File: config.mk
export PLATFORM = sky130hd
export DESIGN_NAME = relative_difference_norm
export DESIGN_NICKNAME = d
export VERILOG_FILES = /design/src/rtl/core/rdn_pkg.sv /design/src/rtl/core/rdn_front.sv /design/src/rtl/core/rdn_queue.sv /design/src/rtl/core/rdn_back.sv /design/src/rtl/core/relative_difference_norm.sv
export SDC_FILE = /design/constraint.sdc
export NUM_CORES = 2
export LEC_CHECK = 0
export BUFFER_PORTS_ARGS = -buffer_cell sky130_fd_sc_hd__buf_2
export CORE_MARGIN = 5
export CORE_UTILIZATION = 50
export DETAILED_ROUTE_END_ITERATION = 7
export GPL_TIMING_DRIVEN = 0
export HOLD_SLACK_MARGIN = 0.02
export PLACE_DENSITY = 0.62
export SLEW_MARGIN = 20
export SYNTH_ARGS = -nofsm -noshare
export SYNTH_HDL_FRONTEND = slang
export SYNTH_SLANG_ARGS = --single-unit
File: constraint.sdc
create_clock -name clk -period 25.4 [get_ports clk]
set_input_delay 0 -clock clk [delete_from_list [all_inputs] [get_ports clk]]
set_output_delay 0 -clock clk [all_outputs]
set_load 0.01 [all_outputs]
File: src/rtl/core/rdn_pkg.sv
// ----------------------------------------------------------------------------
// Relative difference norm package
// Shared widths, norm kind codes and the work descriptor passed from the
// accumulating front end to the finishing back end.
// ----------------------------------------------------------------------------
package rdn_pkg;

    localparam int DATA_W = 24;
    localparam int ACC_W  = 64;
    localparam int OUT_W  = 48;
    localparam int KIND_W = 2;

    localparam int DEFAULT_MAX_LENGTH = 4096;
    localparam int DEFAULT_QUEUE_DEPTH = 2;

    localparam logic [ACC_W-1:0] ONE_Q16 = 64'd65536;
    localparam logic [OUT_W-1:0] OUT_MAX = {OUT_W{1'b1}};

    typedef enum logic [KIND_W-1:0] {
        KIND_INF    = 2'd0,
        KIND_L1     = 2'd1,
        KIND_L2     = 2'd2,
        KIND_UNUSED = 2'd3
    } norm_kind_t;

    // Finished accumulation for one vector pair.
    typedef struct packed {
        logic [ACC_W-1:0] num;
        logic [ACC_W-1:0] den;
        norm_kind_t       kind;
    } job_t;

endpackage

File: src/rtl/core/rdn_front.sv
// ----------------------------------------------------------------------------
// Relative difference norm front end
// Accepts one element pair a beat, forms |a-b| and |a| (or their squares),
// updates the saturating accumulators and emits a job on the last element.
// ----------------------------------------------------------------------------
module rdn_front (
    input  logic                        clk,
    input  logic                        rst_n,
    input  rdn_pkg::norm_kind_t         kind,
    input  logic                        in_fire,
    input  logic signed [23:0]          a_value,
    input  logic signed [23:0]          b_value,
    input  logic                        last,
    output logic                        job_valid,
    output rdn_pkg::job_t               job
);
    import rdn_pkg::*;

    logic [ACC_W-1:0] num_reg, num_next;
    logic [ACC_W-1:0] den_reg, den_next;
    logic signed [DATA_W:0] diff;
    logic [DATA_W:0]  ad;
    logic [DATA_W:0]  aa;
    logic [2*DATA_W+1:0] ad_sq;
    logic [2*DATA_W+1:0] aa_sq;
    logic [ACC_W:0]   sum_n;
    logic [ACC_W:0]   sum_d;
    logic [ACC_W-1:0] add_n;
    logic [ACC_W-1:0] add_d;

    // Magnitudes of the difference and of the reference element.
    always_comb
    begin
        diff = DATA_W'(0) + ({a_value[DATA_W-1], a_value} - {b_value[DATA_W-1], b_value});
        ad   = diff[DATA_W] ? (DATA_W+1)'(-diff) : (DATA_W+1)'(diff);
        aa   = a_value[DATA_W-1] ? (DATA_W+1)'(-{a_value[DATA_W-1], a_value})
                                 : (DATA_W+1)'({1'b0, a_value});
        ad_sq = ad * ad;
        aa_sq = aa * aa;
    end

    // Accumulator update by norm kind.
    always_comb
    begin
        unique case (kind)
            KIND_L2:
            begin
                add_n = ACC_W'(ad_sq);
                add_d = ACC_W'(aa_sq);
            end
            default:
            begin
                add_n = ACC_W'(ad);
                add_d = ACC_W'(aa);
            end
        endcase
        sum_n = {1'b0, num_reg} + {1'b0, add_n};
        sum_d = {1'b0, den_reg} + {1'b0, add_d};
        num_next = num_reg;
        den_next = den_reg;
        unique case (kind)
            KIND_INF:
            begin
                if (add_n > num_reg) num_next = add_n;
                if (add_d > den_reg) den_next = add_d;
            end
            KIND_L1, KIND_L2:
            begin
                num_next = sum_n[ACC_W] ? {ACC_W{1'b1}} : sum_n[ACC_W-1:0];
                den_next = sum_d[ACC_W] ? {ACC_W{1'b1}} : sum_d[ACC_W-1:0];
            end
            default:
            begin
                num_next = num_reg;
            end
        endcase
    end

    always_ff @(posedge clk or negedge rst_n)
    begin
        if (!rst_n)
        begin
            num_reg <= '0;
            den_reg <= '0;
        end
        else if (in_fire)
        begin
            num_reg <= last ? '0 : num_next;
            den_reg <= last ? '0 : den_next;
        end
    end

    assign job_valid = in_fire && last;
    assign job.num   = num_next;
    assign job.den   = den_next;
    assign job.kind  = kind;

endmodule

File: src/rtl/core/rdn_queue.sv
// ----------------------------------------------------------------------------
// Relative difference norm job queue
// Small first-in first-out buffer between the front and back ends.
// ----------------------------------------------------------------------------
module rdn_queue #(
    parameter int DEPTH = rdn_pkg::DEFAULT_QUEUE_DEPTH
) (
    input  logic          clk,
    input  logic          rst_n,
    input  logic          wr_en,
    input  rdn_pkg::job_t wr_data,
    output logic          full,
    input  logic          rd_en,
    output rdn_pkg::job_t rd_data,
    output logic          empty
);
    import rdn_pkg::*;

    localparam int PTR_W = (DEPTH > 1) ? $clog2(DEPTH) : 1;
    localparam int CNT_W = $clog2(DEPTH + 1);

    job_t             mem [DEPTH];
    logic [PTR_W-1:0] wr_ptr_reg;
    logic [PTR_W-1:0] rd_ptr_reg;
    logic [CNT_W-1:0] count_reg;

    assign full    = (count_reg == CNT_W'(DEPTH));
    assign empty   = (count_reg == '0);
    assign rd_data = mem[rd_ptr_reg];

    // Storage writes.
    always_ff @(posedge clk)
    begin
        if (wr_en)
            mem[wr_ptr_reg] <= wr_data;
    end

    // Pointers and fill count.
    always_ff @(posedge clk or negedge rst_n)
    begin
        if (!rst_n)
        begin
            wr_ptr_reg <= '0;
            rd_ptr_reg <= '0;
            count_reg  <= '0;
        end
        else
        begin
            if (wr_en)
                wr_ptr_reg <= (wr_ptr_reg == PTR_W'(DEPTH-1)) ? '0 : wr_ptr_reg + 1'b1;
            if (rd_en)
                rd_ptr_reg <= (rd_ptr_reg == PTR_W'(DEPTH-1)) ? '0 : rd_ptr_reg + 1'b1;
            count_reg <= count_reg + CNT_W'(wr_en) - CNT_W'(rd_en);
        end
    end

    assert property (@(posedge clk) disable iff (!rst_n) full |-> !empty)
        else $error("queue full and empty together");
    assert property (@(posedge clk) disable iff (!rst_n) count_reg <= CNT_W'(DEPTH))
        else $error("queue count above depth");
    assert property (@(posedge clk) disable iff (!rst_n) wr_en && !rd_en |=> !empty)
        else $error("queue empty after a write");

endmodule

File: src/rtl/core/rdn_back.sv
// ----------------------------------------------------------------------------
// Relative difference norm back end
// Takes a finished job, takes L2 square roots one bit a cycle, then if D > 2^16
// the quotient N*2^16/D one bit a cycle (else N), held until it is popped.
// ----------------------------------------------------------------------------
module rdn_back (
    input  logic                clk,
    input  logic                rst_n,
    input  logic                job_avail,
    input  rdn_pkg::job_t       job,
    output logic                job_take,
    output logic                empty,
    input  logic                pop,
    output logic [47:0]         norm_value,
    output logic                relative
);
    import rdn_pkg::*;

    typedef enum logic [4:0] {
        ST_IDLE = 5'b00001,
        ST_SQRT = 5'b00010,
        ST_PREP = 5'b00100,
        ST_DIV  = 5'b01000,
        ST_DONE = 5'b10000
    } state_t;

    state_t           state_reg, state_next;
    // Square root working registers; two roots run side by side.
    logic [ACC_W-1:0] xn_reg, xd_reg;
    logic [ACC_W-1:0] rn_reg, rd_reg;
    logic [ACC_W-1:0] bit_reg;
    logic [ACC_W-1:0] n_reg, d_reg;
    logic [ACC_W-1:0] rem_reg;
    logic [OUT_W-1:0] quo_reg;
    logic [6:0]       cnt_reg;
    logic             rel_reg;
    logic             has_out_reg;
    logic [OUT_W-1:0] out_reg;
    logic [ACC_W:0]   tn, td;
    logic [ACC_W:0]   rem_sh;
    logic             take_bit;
    logic             out_free;

    assign out_free = !has_out_reg || pop;
    assign job_take = (state_reg == ST_IDLE) && job_avail;
    assign empty      = !has_out_reg;
    assign norm_value = out_reg;
    assign relative   = rel_reg;

    always_comb
    begin
        tn = {1'b0, rn_reg} + {1'b0, bit_reg};
        td = {1'b0, rd_reg} + {1'b0, bit_reg};
        rem_sh = {rem_reg, n_reg[ACC_W-1]};
        take_bit = rem_sh >= {1'b0, d_reg};
    end

    always_comb
    begin
        state_next = state_reg;
        unique case (state_reg)
            ST_IDLE: if (job_avail) state_next = (job.kind == KIND_L2) ? ST_SQRT : ST_PREP;
            ST_SQRT: if (bit_reg[1:0] != 2'b00) state_next = ST_PREP;
            ST_PREP: state_next = (d_reg > ONE_Q16) ? ST_DIV : ST_DONE;
            ST_DIV:  if (cnt_reg == 7'd79 || cnt_reg == 7'd100) state_next = ST_DONE;
            ST_DONE: if (out_free) state_next = ST_IDLE;
            default: state_next = ST_IDLE;
        endcase
    end

    always_ff @(posedge clk or negedge rst_n)
    begin
        if (!rst_n)
        begin
            state_reg   <= ST_IDLE;
            has_out_reg <= 1'b0;
        end
        else
        begin
            state_reg <= state_next;
            if (state_reg == ST_DONE && out_free)
                has_out_reg <= 1'b1;
            else if (pop)
                has_out_reg <= 1'b0;
        end
    end

    // Datapath.
    always_ff @(posedge clk)
    begin
        unique case (state_reg)
            ST_IDLE:
            begin
                xn_reg  <= job.num;
                xd_reg  <= job.den;
                rn_reg  <= '0;
                rd_reg  <= '0;
                bit_reg <= 64'h4000_0000_0000_0000;
                n_reg   <= (job.kind == KIND_UNUSED) ? '0 : job.num;
                d_reg   <= (job.kind == KIND_UNUSED) ? '0 : job.den;
            end
            ST_SQRT:
            begin
                if ({1'b0, xn_reg} >= tn)
                begin
                    xn_reg <= xn_reg - tn[ACC_W-1:0];
                    rn_reg <= (rn_reg >> 1) + bit_reg;
                end
                else
                    rn_reg <= rn_reg >> 1;
                if ({1'b0, xd_reg} >= td)
                begin
                    xd_reg <= xd_reg - td[ACC_W-1:0];
                    rd_reg <= (rd_reg >> 1) + bit_reg;
                end
                else
                    rd_reg <= rd_reg >> 1;
                bit_reg <= bit_reg >> 2;
                if (bit_reg[1:0] != 2'b00)
                begin
                    n_reg <= ({1'b0, xn_reg} >= tn) ? (rn_reg >> 1) + bit_reg : rn_reg >> 1;
                    d_reg <= ({1'b0, xd_reg} >= td) ? (rd_reg >> 1) + bit_reg : rd_reg >> 1;
                end
            end
            ST_PREP:
            begin
                rem_reg <= '0;
                quo_reg <= '0;
                cnt_reg <= '0;
            end
            ST_DIV:
            begin
                // Restoring division over the 80-bit dividend N*2^16.
                rem_reg <= take_bit ? ACC_W'(rem_sh - {1'b0, d_reg}) : rem_sh[ACC_W-1:0];
                quo_reg <= {quo_reg[OUT_W-2:0], take_bit};
                n_reg   <= {n_reg[ACC_W-2:0], 1'b0};
                // Any quotient bit above the 48 kept saturates and ends the division.
                if (cnt_reg < 7'd32 && take_bit)
                    cnt_reg <= 7'd100;
                else if (cnt_reg != 7'd100)
                    cnt_reg <= cnt_reg + 1'b1;
            end
            ST_DONE:
            begin
                if (out_free)
                begin
                    if (d_reg > ONE_Q16)
                    begin
                        out_reg <= (cnt_reg == 7'd100) ? OUT_MAX : quo_reg;
                        rel_reg <= 1'b1;
                    end
                    else
                    begin
                        out_reg <= (n_reg > {16'd0, OUT_MAX}) ? OUT_MAX : n_reg[OUT_W-1:0];
                        rel_reg <= 1'b0;
                    end
                end
            end
            default:
            begin
                cnt_reg <= cnt_reg;
            end
        endcase
    end

    assert property (@(posedge clk) disable iff (!rst_n) job_take |-> state_reg == ST_IDLE)
        else $error("job taken while busy");
    assert property (@(posedge clk) disable iff (!rst_n)
        state_reg == ST_DONE && out_free |=> !empty)
        else $error("finished result not shown");
    assert property (@(posedge clk) disable iff (!rst_n) $onehot(state_reg))
        else $error("state not one-hot");

endmodule

File: src/rtl/core/relative_difference_norm.sv
// ----------------------------------------------------------------------------
// Relative difference norm
// Streams element pairs, accumulates the difference norm and the reference
// norm, and reports the absolute or relative error per vector pair.
// ----------------------------------------------------------------------------
// Channel  | Handshake       | Beat
// input    | push / full     | a_value, b_value, last
// result   | pop / empty     | norm_value, relative
// config   | cfg_valid/ready | cfg_data (norm_kind)
//
// Elements are taken one a cycle while the input is not full. A vector end
// passes the back end through taking the job, the L2 square roots, set-up,
// the bit-serial quotient (only for a reference norm above 1.0) and
// presenting the result; a saturating quotient ends early. QUEUE_DEPTH
// finished vectors (two by default) can queue while the back end works;
// input stalls only when that queue is full.
// Reset clears the accumulators, the queue and norm_kind (infinity norm).
// ----------------------------------------------------------------------------
module relative_difference_norm #(
    parameter int QUEUE_DEPTH = rdn_pkg::DEFAULT_QUEUE_DEPTH
) (
    input  logic                clk,
    input  logic                rst_n,
    input  logic                push,
    output logic                full,
    input  logic signed [23:0]  a_value,
    input  logic signed [23:0]  b_value,
    input  logic                last,
    output logic                empty,
    input  logic                pop,
    output logic [47:0]         norm_value,
    output logic                relative,
    input  logic                cfg_valid,
    output logic                cfg_ready,
    input  logic [1:0]          cfg_data
);
    import rdn_pkg::*;

    norm_kind_t kind_reg;
    logic       in_fire;
    logic       job_valid;
    job_t       job_in;
    job_t       job_out;
    logic       q_empty;
    logic       job_take;

    assign cfg_ready = 1'b1;
    assign in_fire   = push && !full;

    // Norm kind register.
    always_ff @(posedge clk or negedge rst_n)
    begin
        if (!rst_n)
            kind_reg <= KIND_INF;
        else if (cfg_valid)
            kind_reg <= norm_kind_t'(cfg_data);
    end

    rdn_front u_front (
        .clk       (clk),
        .rst_n     (rst_n),
        .kind      (kind_reg),
        .in_fire   (in_fire),
        .a_value   (a_value),
        .b_value   (b_value),
        .last      (last),
        .job_valid (job_valid),
        .job       (job_in)
    );

    rdn_queue #(
        .DEPTH (QUEUE_DEPTH)
    ) u_queue (
        .clk     (clk),
        .rst_n   (rst_n),
        .wr_en   (job_valid),
        .wr_data (job_in),
        .full    (full),
        .rd_en   (job_take),
        .rd_data (job_out),
        .empty   (q_empty)
    );

    rdn_back u_back (
        .clk        (clk),
        .rst_n      (rst_n),
        .job_avail  (!q_empty),
        .job        (job_out),
        .job_take   (job_take),
        .empty      (empty),
        .pop        (pop),
        .norm_value (norm_value),
        .relative   (relative)
    );

endmodule

Word level (Yosys, flattened, before mapping)
Memory sizes are Yosys's and may differ from the RTL's.
Cells that the tools add are included.
{"block": "classes", "add_sub_neg": 17, "multipliers": 2, "n_lt_le_gt_ge": 8, "n_eq_ne": 20, "mux": 50, "n_reduce_logical": 25}
{"cell": "64-bit one-hot mux with 2 select lines", "count": 9}
{"cell": "64-bit two-way mux", "count": 15}
{"cell": "64-bit one-hot mux with 3 select lines", "count": 1}
{"cell": "64-bit subtractor", "count": 3}
{"cell": "48-bit two-way mux", "count": 3}
{"cell": "64-bit by 50-bit adder with 65-bit output", "count": 2}
{"cell": "64-bit by 64-bit adder with 65-bit output", "count": 2}
{"cell": "64-bit by 65-bit >= comparator with 1-bit output", "count": 2}
{"cell": "63-bit by 64-bit adder with 64-bit output", "count": 2}
{"cell": "50-bit by 64-bit > comparator with 1-bit output", "count": 2}
{"cell": "25-bit by 25-bit multiplier with 50-bit output", "count": 2}
{"cell": "50-bit two-way mux", "count": 2}
{"cell": "48-bit one-hot mux with 2 select lines", "count": 1}
{"cell": "65-bit by 64-bit >= comparator with 1-bit output", "count": 1}
{"cell": "64-bit by 17-bit > comparator with 1-bit output (second input constant)", "count": 1}
{"cell": "64-bit by 48-bit > comparator with 1-bit output (second input constant)", "count": 1}
{"cell": "25-bit two-way mux", "count": 2}
{"cell": "25-bit negator", "count": 2}
{"cell": "5-bit two-way mux", "count": 5}
{"cell": "5-bit one-hot mux with 5 select lines", "count": 1}
{"cell": "24-bit by 24-bit subtractor with 25-bit output", "count": 1}
{"cell": "7-bit == test (second input constant)", "count": 2}
{"cell": "7-bit two-way mux", "count": 2}
{"cell": "7-bit one-hot mux with 2 select lines", "count": 1}
{"cell": "27 further kinds", "count": 57}
{"block": "word_totals", "ff_bits": 756, "mem_bits_rw": 260, "inputBits": 56, "out_inout_bits": 52, "wordCells": 143, "n_memories": 1}
{"memory": "u_queue.mem", "words": 2, "width": 130, "read_ports": 1, "rd_clocked_by_memory_dff": 0, "write_ports": 1, "line_no": "rdn_queue.sv:22", "text": "job_t mem [DEPTH];"}

Longest topological paths before layout
{"block": "logic_depth", "word_depth": 9, "ltp_mapped": 64}

Hierarchy
A second synthesis with hierarchy kept.
{"block": "hier_totals", "hier_cells": 11892, "hier_area_um2": 109067.1}
{"mod": "rdn_front", "n_inst": 1, "cells_per_inst": 6613, "area_each_um2": 54701.2, "seq_area_each_um2": 3203.1}
{"mod": "rdn_back", "n_inst": 1, "cells_per_inst": 4851, "area_each_um2": 44318.8, "seq_area_each_um2": 17688.2}
{"mod": "rdn_queue", "n_inst": 1, "cells_per_inst": 420, "area_each_um2": 9953.3, "seq_area_each_um2": 7907.6}
{"mod": "relative_difference_norm", "n_inst": 1, "cells_per_inst": 8, "area_each_um2": 93.8, "seq_area_each_um2": 50.0}

Worst setup path after synthesis
No wires, ideal clock.
{"block": "synth_path", "kind": "input port to flip-flop", "from": "input port a_value[0]", "to": "memory u_queue.mem[0][98] (netlist bit) (data pin)", "setup_time_ps": 164, "arrival_time_ps": 13016, "required_ps": 25236, "setup_slack_ps": 12220, "path_stages": 63, "cell_sequence": "inv_2 clkbuf_1 ha_1 fa_1 nor2b_1 o31a_1 o221a_2 a21oi_2 a21oi_1 xor2_1 or4b_4 a211oi_4 nand2_2 nor4_4 a21oi_1 xnor2_1 buf_2 inv_1 [27 not listed] ha_1 clkbuf_1 nor4_1 nor4b_1 nand2_1 o21ba_2 o21ai_1 a31oi_1 maj3_1 o211ai_1 a41oi_2 a22oi_4 or2_1 buf_6 buf_4 a21oi_1 a21oi_1 o22ai_1"}
{"element": "start, declared", "line_no": "relative_difference_norm.sv:26", "text": "input logic signed [23:0] a_value,"}
{"element": "end, declared", "line_no": "rdn_queue.sv:22"}

Worst setup path after layout
{"block": "layout_path", "from": "input port a_value[0]", "to": "register u_front.num_reg[41]"}
{"block": "layout_between", "elab_chain_len": 9, "elab_cells_between_ends": 11, "cone_classes": "3 x add/sub; 1 x mul; 1 x order compare; 6 x mux"}
{"element": "24-bit by 24-bit subtractor with 25-bit output (*)", "line_no": "rdn_front.sv:34", "text": "diff = DATA_W'(0) + ({a_value[DATA_W-1], a_value} - {b_value[DATA_W-1], b_value});"}
{"element": "25-bit negator", "line_no": "rdn_front.sv:35", "text": "ad = diff[DATA_W] ? (DATA_W+1)'(-diff) : (DATA_W+1)'(diff);"}
{"element": "25-bit two-way mux (*)", "line_no": "rdn_front.sv:35"}
{"element": "25-bit by 25-bit multiplier with 50-bit output", "line_no": "rdn_front.sv:38", "text": "ad_sq = ad * ad;"}
{"element": "50-bit two-way mux (*)", "line_no": "rdn_front.sv:45", "text": "unique case (kind)"}
{"element": "64-bit by 50-bit adder with 65-bit output or 50-bit by 64-bit > comparator with 1-bit output (tied branches)", "line_no": "rdn_front.sv:57, rdn_front.sv:64"}
{"element": "64-bit two-way mux, on equally long branches", "line_no": "rdn_front.sv:69, rdn_front.sv:64"}
{"element": "64-bit one-hot mux with 2 select lines (*)", "line_no": "rdn_front.sv:61", "text": "unique case (kind)"}
{"element": "64-bit two-way mux (*)", "line_no": "rdn_front.sv:88", "text": "num_reg <= last ? '0 : num_next;"}
{"element": "end signal, assigned", "line_no": "rdn_front.sv:88"}
{"element": "end, declared", "line_no": "rdn_front.sv:19", "text": "logic [ACC_W-1:0] num_reg, num_next;"}
Every way passes the cells marked *; elsewhere a longest branch is shown, timed or not.
A chain may end at the register's enable or synchronous reset.

==> flow_metrics.tcl <==
set metrics [dict create \
    status "finished, final reports clean" \
    first_pass_iters 6 \
    grt_max_degree 80 \
    postCtsHoldBufs 12 \
    setup_viol 0 \
    largest_reg_flops 260 \
    cts_tree "yes" \
    ant_nets 0 \
    routedWlPerCell_um 24.7 \
    gp_congestion 0.989 \
    slew_violations 0 \
    final_common_cell "inv_1" \
    row_count 168 \
    cp-start-kind "input pin" \
    cp_max_fo 12 \
    critPathArrivalTime_ns 18.32 \
    fin_nets 13600 \
    pin_count 108 \
    top_register "u_queue.mem" \
    vias 86400 \
    hold_path_class "in -> reg" \
    grt.total_usage_pct 32.1 \
    synth_area_um2 105000 \
    fillCellCount 19200 \
    fp.dieW_um 469 \
    drtIter0Drc 8561 \
    fin_cells 14500 \
    dp_cells 14300 \
    cts_sinks 984 \
    netlist_instances 11300 \
    numCtsBuffers 104 \
    cts_root_buf "clkbuf_16" \
    maxSlewHeadroom_pct 11.0 \
    cts_setup_buffers 0 \
    tightestPinTransition_ns 1.33 \
    synth_edf_count 844 \
    critPathMaxStageDelay_ns 0.83 \
    required_ns 25.96 \
    syn2layout_area_growth_pct 8.51 \
    cts.reportedPaths.clkPinSlew_ns 0.07 \
    drc_errors 0 \
    dp_hpwl_mm 291 \
    vias_per_cell 5.95 \
    cts-resized-gates 0 \
    period_share_pct 69.9 \
    synth-seq-cells 984 \
    dieArea_um2 220000 \
    worstSetupPathType "in -> reg" \
    synth_ff_type "edfxtp_1" \
    syn_area_per_cell_um2 9.33 \
    gr-total-overflow 0 \
    chipHeight_um 469 \
    start_util_pct 50.3 \
    utilization_pct 54.6 \
    coreArea_um2 210000 \
    synthArstFlopShare_pct 14.2 \
    hold_viol_final 0 \
    antenna_found_initial 7 \
    final.min_clock_period_ns 17.76 \
    grt_pass1_vias 86000 \
    htreeDepth 3 \
    max_freq_mhz 56.3 \
    grt_pass1_wl_mm 533 \
    synth.distinct_cells 119 \
    yosysSeqAreaShare_pct 27.4 \
    cts_buffer_depth 3 \
    maxCapViolCount 0 \
    clock_skew_ns 0.0499 \
    end_kind "flop" \
    yosys_warnings 0 \
    crit_path_frequent_cell "fa_1" \
    routed_wl_mm 359 \
    drive_gt1_share_pct 5.14 \
    rsz0062_at_grt "false" \
    cp_slowest_cell "nor4_1" \
    finalSetupTns_ns 0 \
    insertion_delay_ns 0.77 \
    port_buffers 106 \
    final_cell_mix "inv_1, nor2_1, fa_1" \
]
-- through the flow --
step	hold WS, ns	cell area (um2)	setup WS, ns
floorplan	-0.296	106000	12.22
global placement	0.205	110000	6.98
detailed placement	-0.176	111000	7.29
CTS	0.0339	114000	8.07
global route	0.0777	114000	7.04
finish	0.0866	114000	7.64
-- cell type report --
class                   count  area [um2]  area share [%]
multi-input cells        8397       69500            60.7
flip-flops and latches    984       28800            25.2
inverters                1574        5910            5.17
well taps                2805        3510            3.07
clock buffers             118        2710            2.37
plain buffers             416        1680            1.47
repair buffers            152        1410            1.23
clock inverters            80         811           0.709
diodes                      3        7.51         0.00656
-- cell families (layout without fill, tap and decap cells) --
family | after synthesis | after routing | share of synthesized area [%]
muxes | 207 | 207 | 2.04
and+or+nand+nor | 2944 | 2944 | 12.7
buffers and inverters | 1990 | 2340 | 7.19
other | 2 | 79 | 0.00713
adders and majority gates | 1872 | 1872 | 28.9
AOI/OAI and AO/OA | 2669 | 2669 | 16.5
DFF | 984 | 984 | 27.4
xor gates and xnor gates | 629 | 629 | 5.25
-- routing by layer --
layer / GRT usage [%] / up-vias / wire, um
li1: - / 39400 / -
met5: 0 / - / 12
met3: 4.34 / 710 / 27800
met4: 15.7 / 2 / 20400
met2: 51.0 / 3737 / 161000
met1: 43.5 / 42600 / 150000
-- synthesized netlist by cell type (all sizes together), types with 81 or more instances --
cell	n	share of area [%]
o21ai	604	2.9
mux2i	157	1.5
and2	135	0.80
a31oi	139	0.83
o22ai	81	0.48
fa	945	18
xor2	248	2.1
a221o	81	0.77
edfxtp	844	24
nand2	937	3.3
nor2	1039	3.7
inv	1562	5.6
nand2b	118	0.71
ha	922	11
clkbuf	336	1.2
nor2b	93	0.56
nand4	94	0.56
nor3	130	0.62
o21bai	127	0.90
dfrtp	139	3.3
xnor2	381	3.2
nand3	128	0.61
a21oi	734	3.5
a21o	231	1.7
-- worst paths after layout --
| path | startpoint | to | slack [ns] | depth (start not counted) |
|---|---|---|---|---|
| max | a_value[0] | u_front.num_reg[41] | 7.64 | 58 |
| min | last | u_front.num_reg[59] | 0.09 | 3 |
| max reg2reg | u_back.bit_reg[0] | u_back.xn_reg[37] | 15.11 | 29 |
| min reg2reg | u_queue.count_reg[1] | u_queue.count_reg[1] | 0.49 | 1 |
| max in group asynchronous | rst_n | u_front.num_reg[15] | 23.59 | 5 |
| min in group asynchronous | rst_n | u_back.state_reg[1] | 0.46 | 3 |
-- worst max-delay path, delay by kind of cell --
| family | cells | cell delay [ns] |
|---|---|---|
| compound gates | 18 | 5.26 |
| xor+xnor | 2 | 0.69 |
| fa+ha+maj | 11 | 5.10 |
| buf+inv | 14 | 4.04 |
| simple gates | 13 | 3.13 |
Power is not shown: default switching activity piles up to over one toggle a cycle in this logic, so the estimate is an artifact.
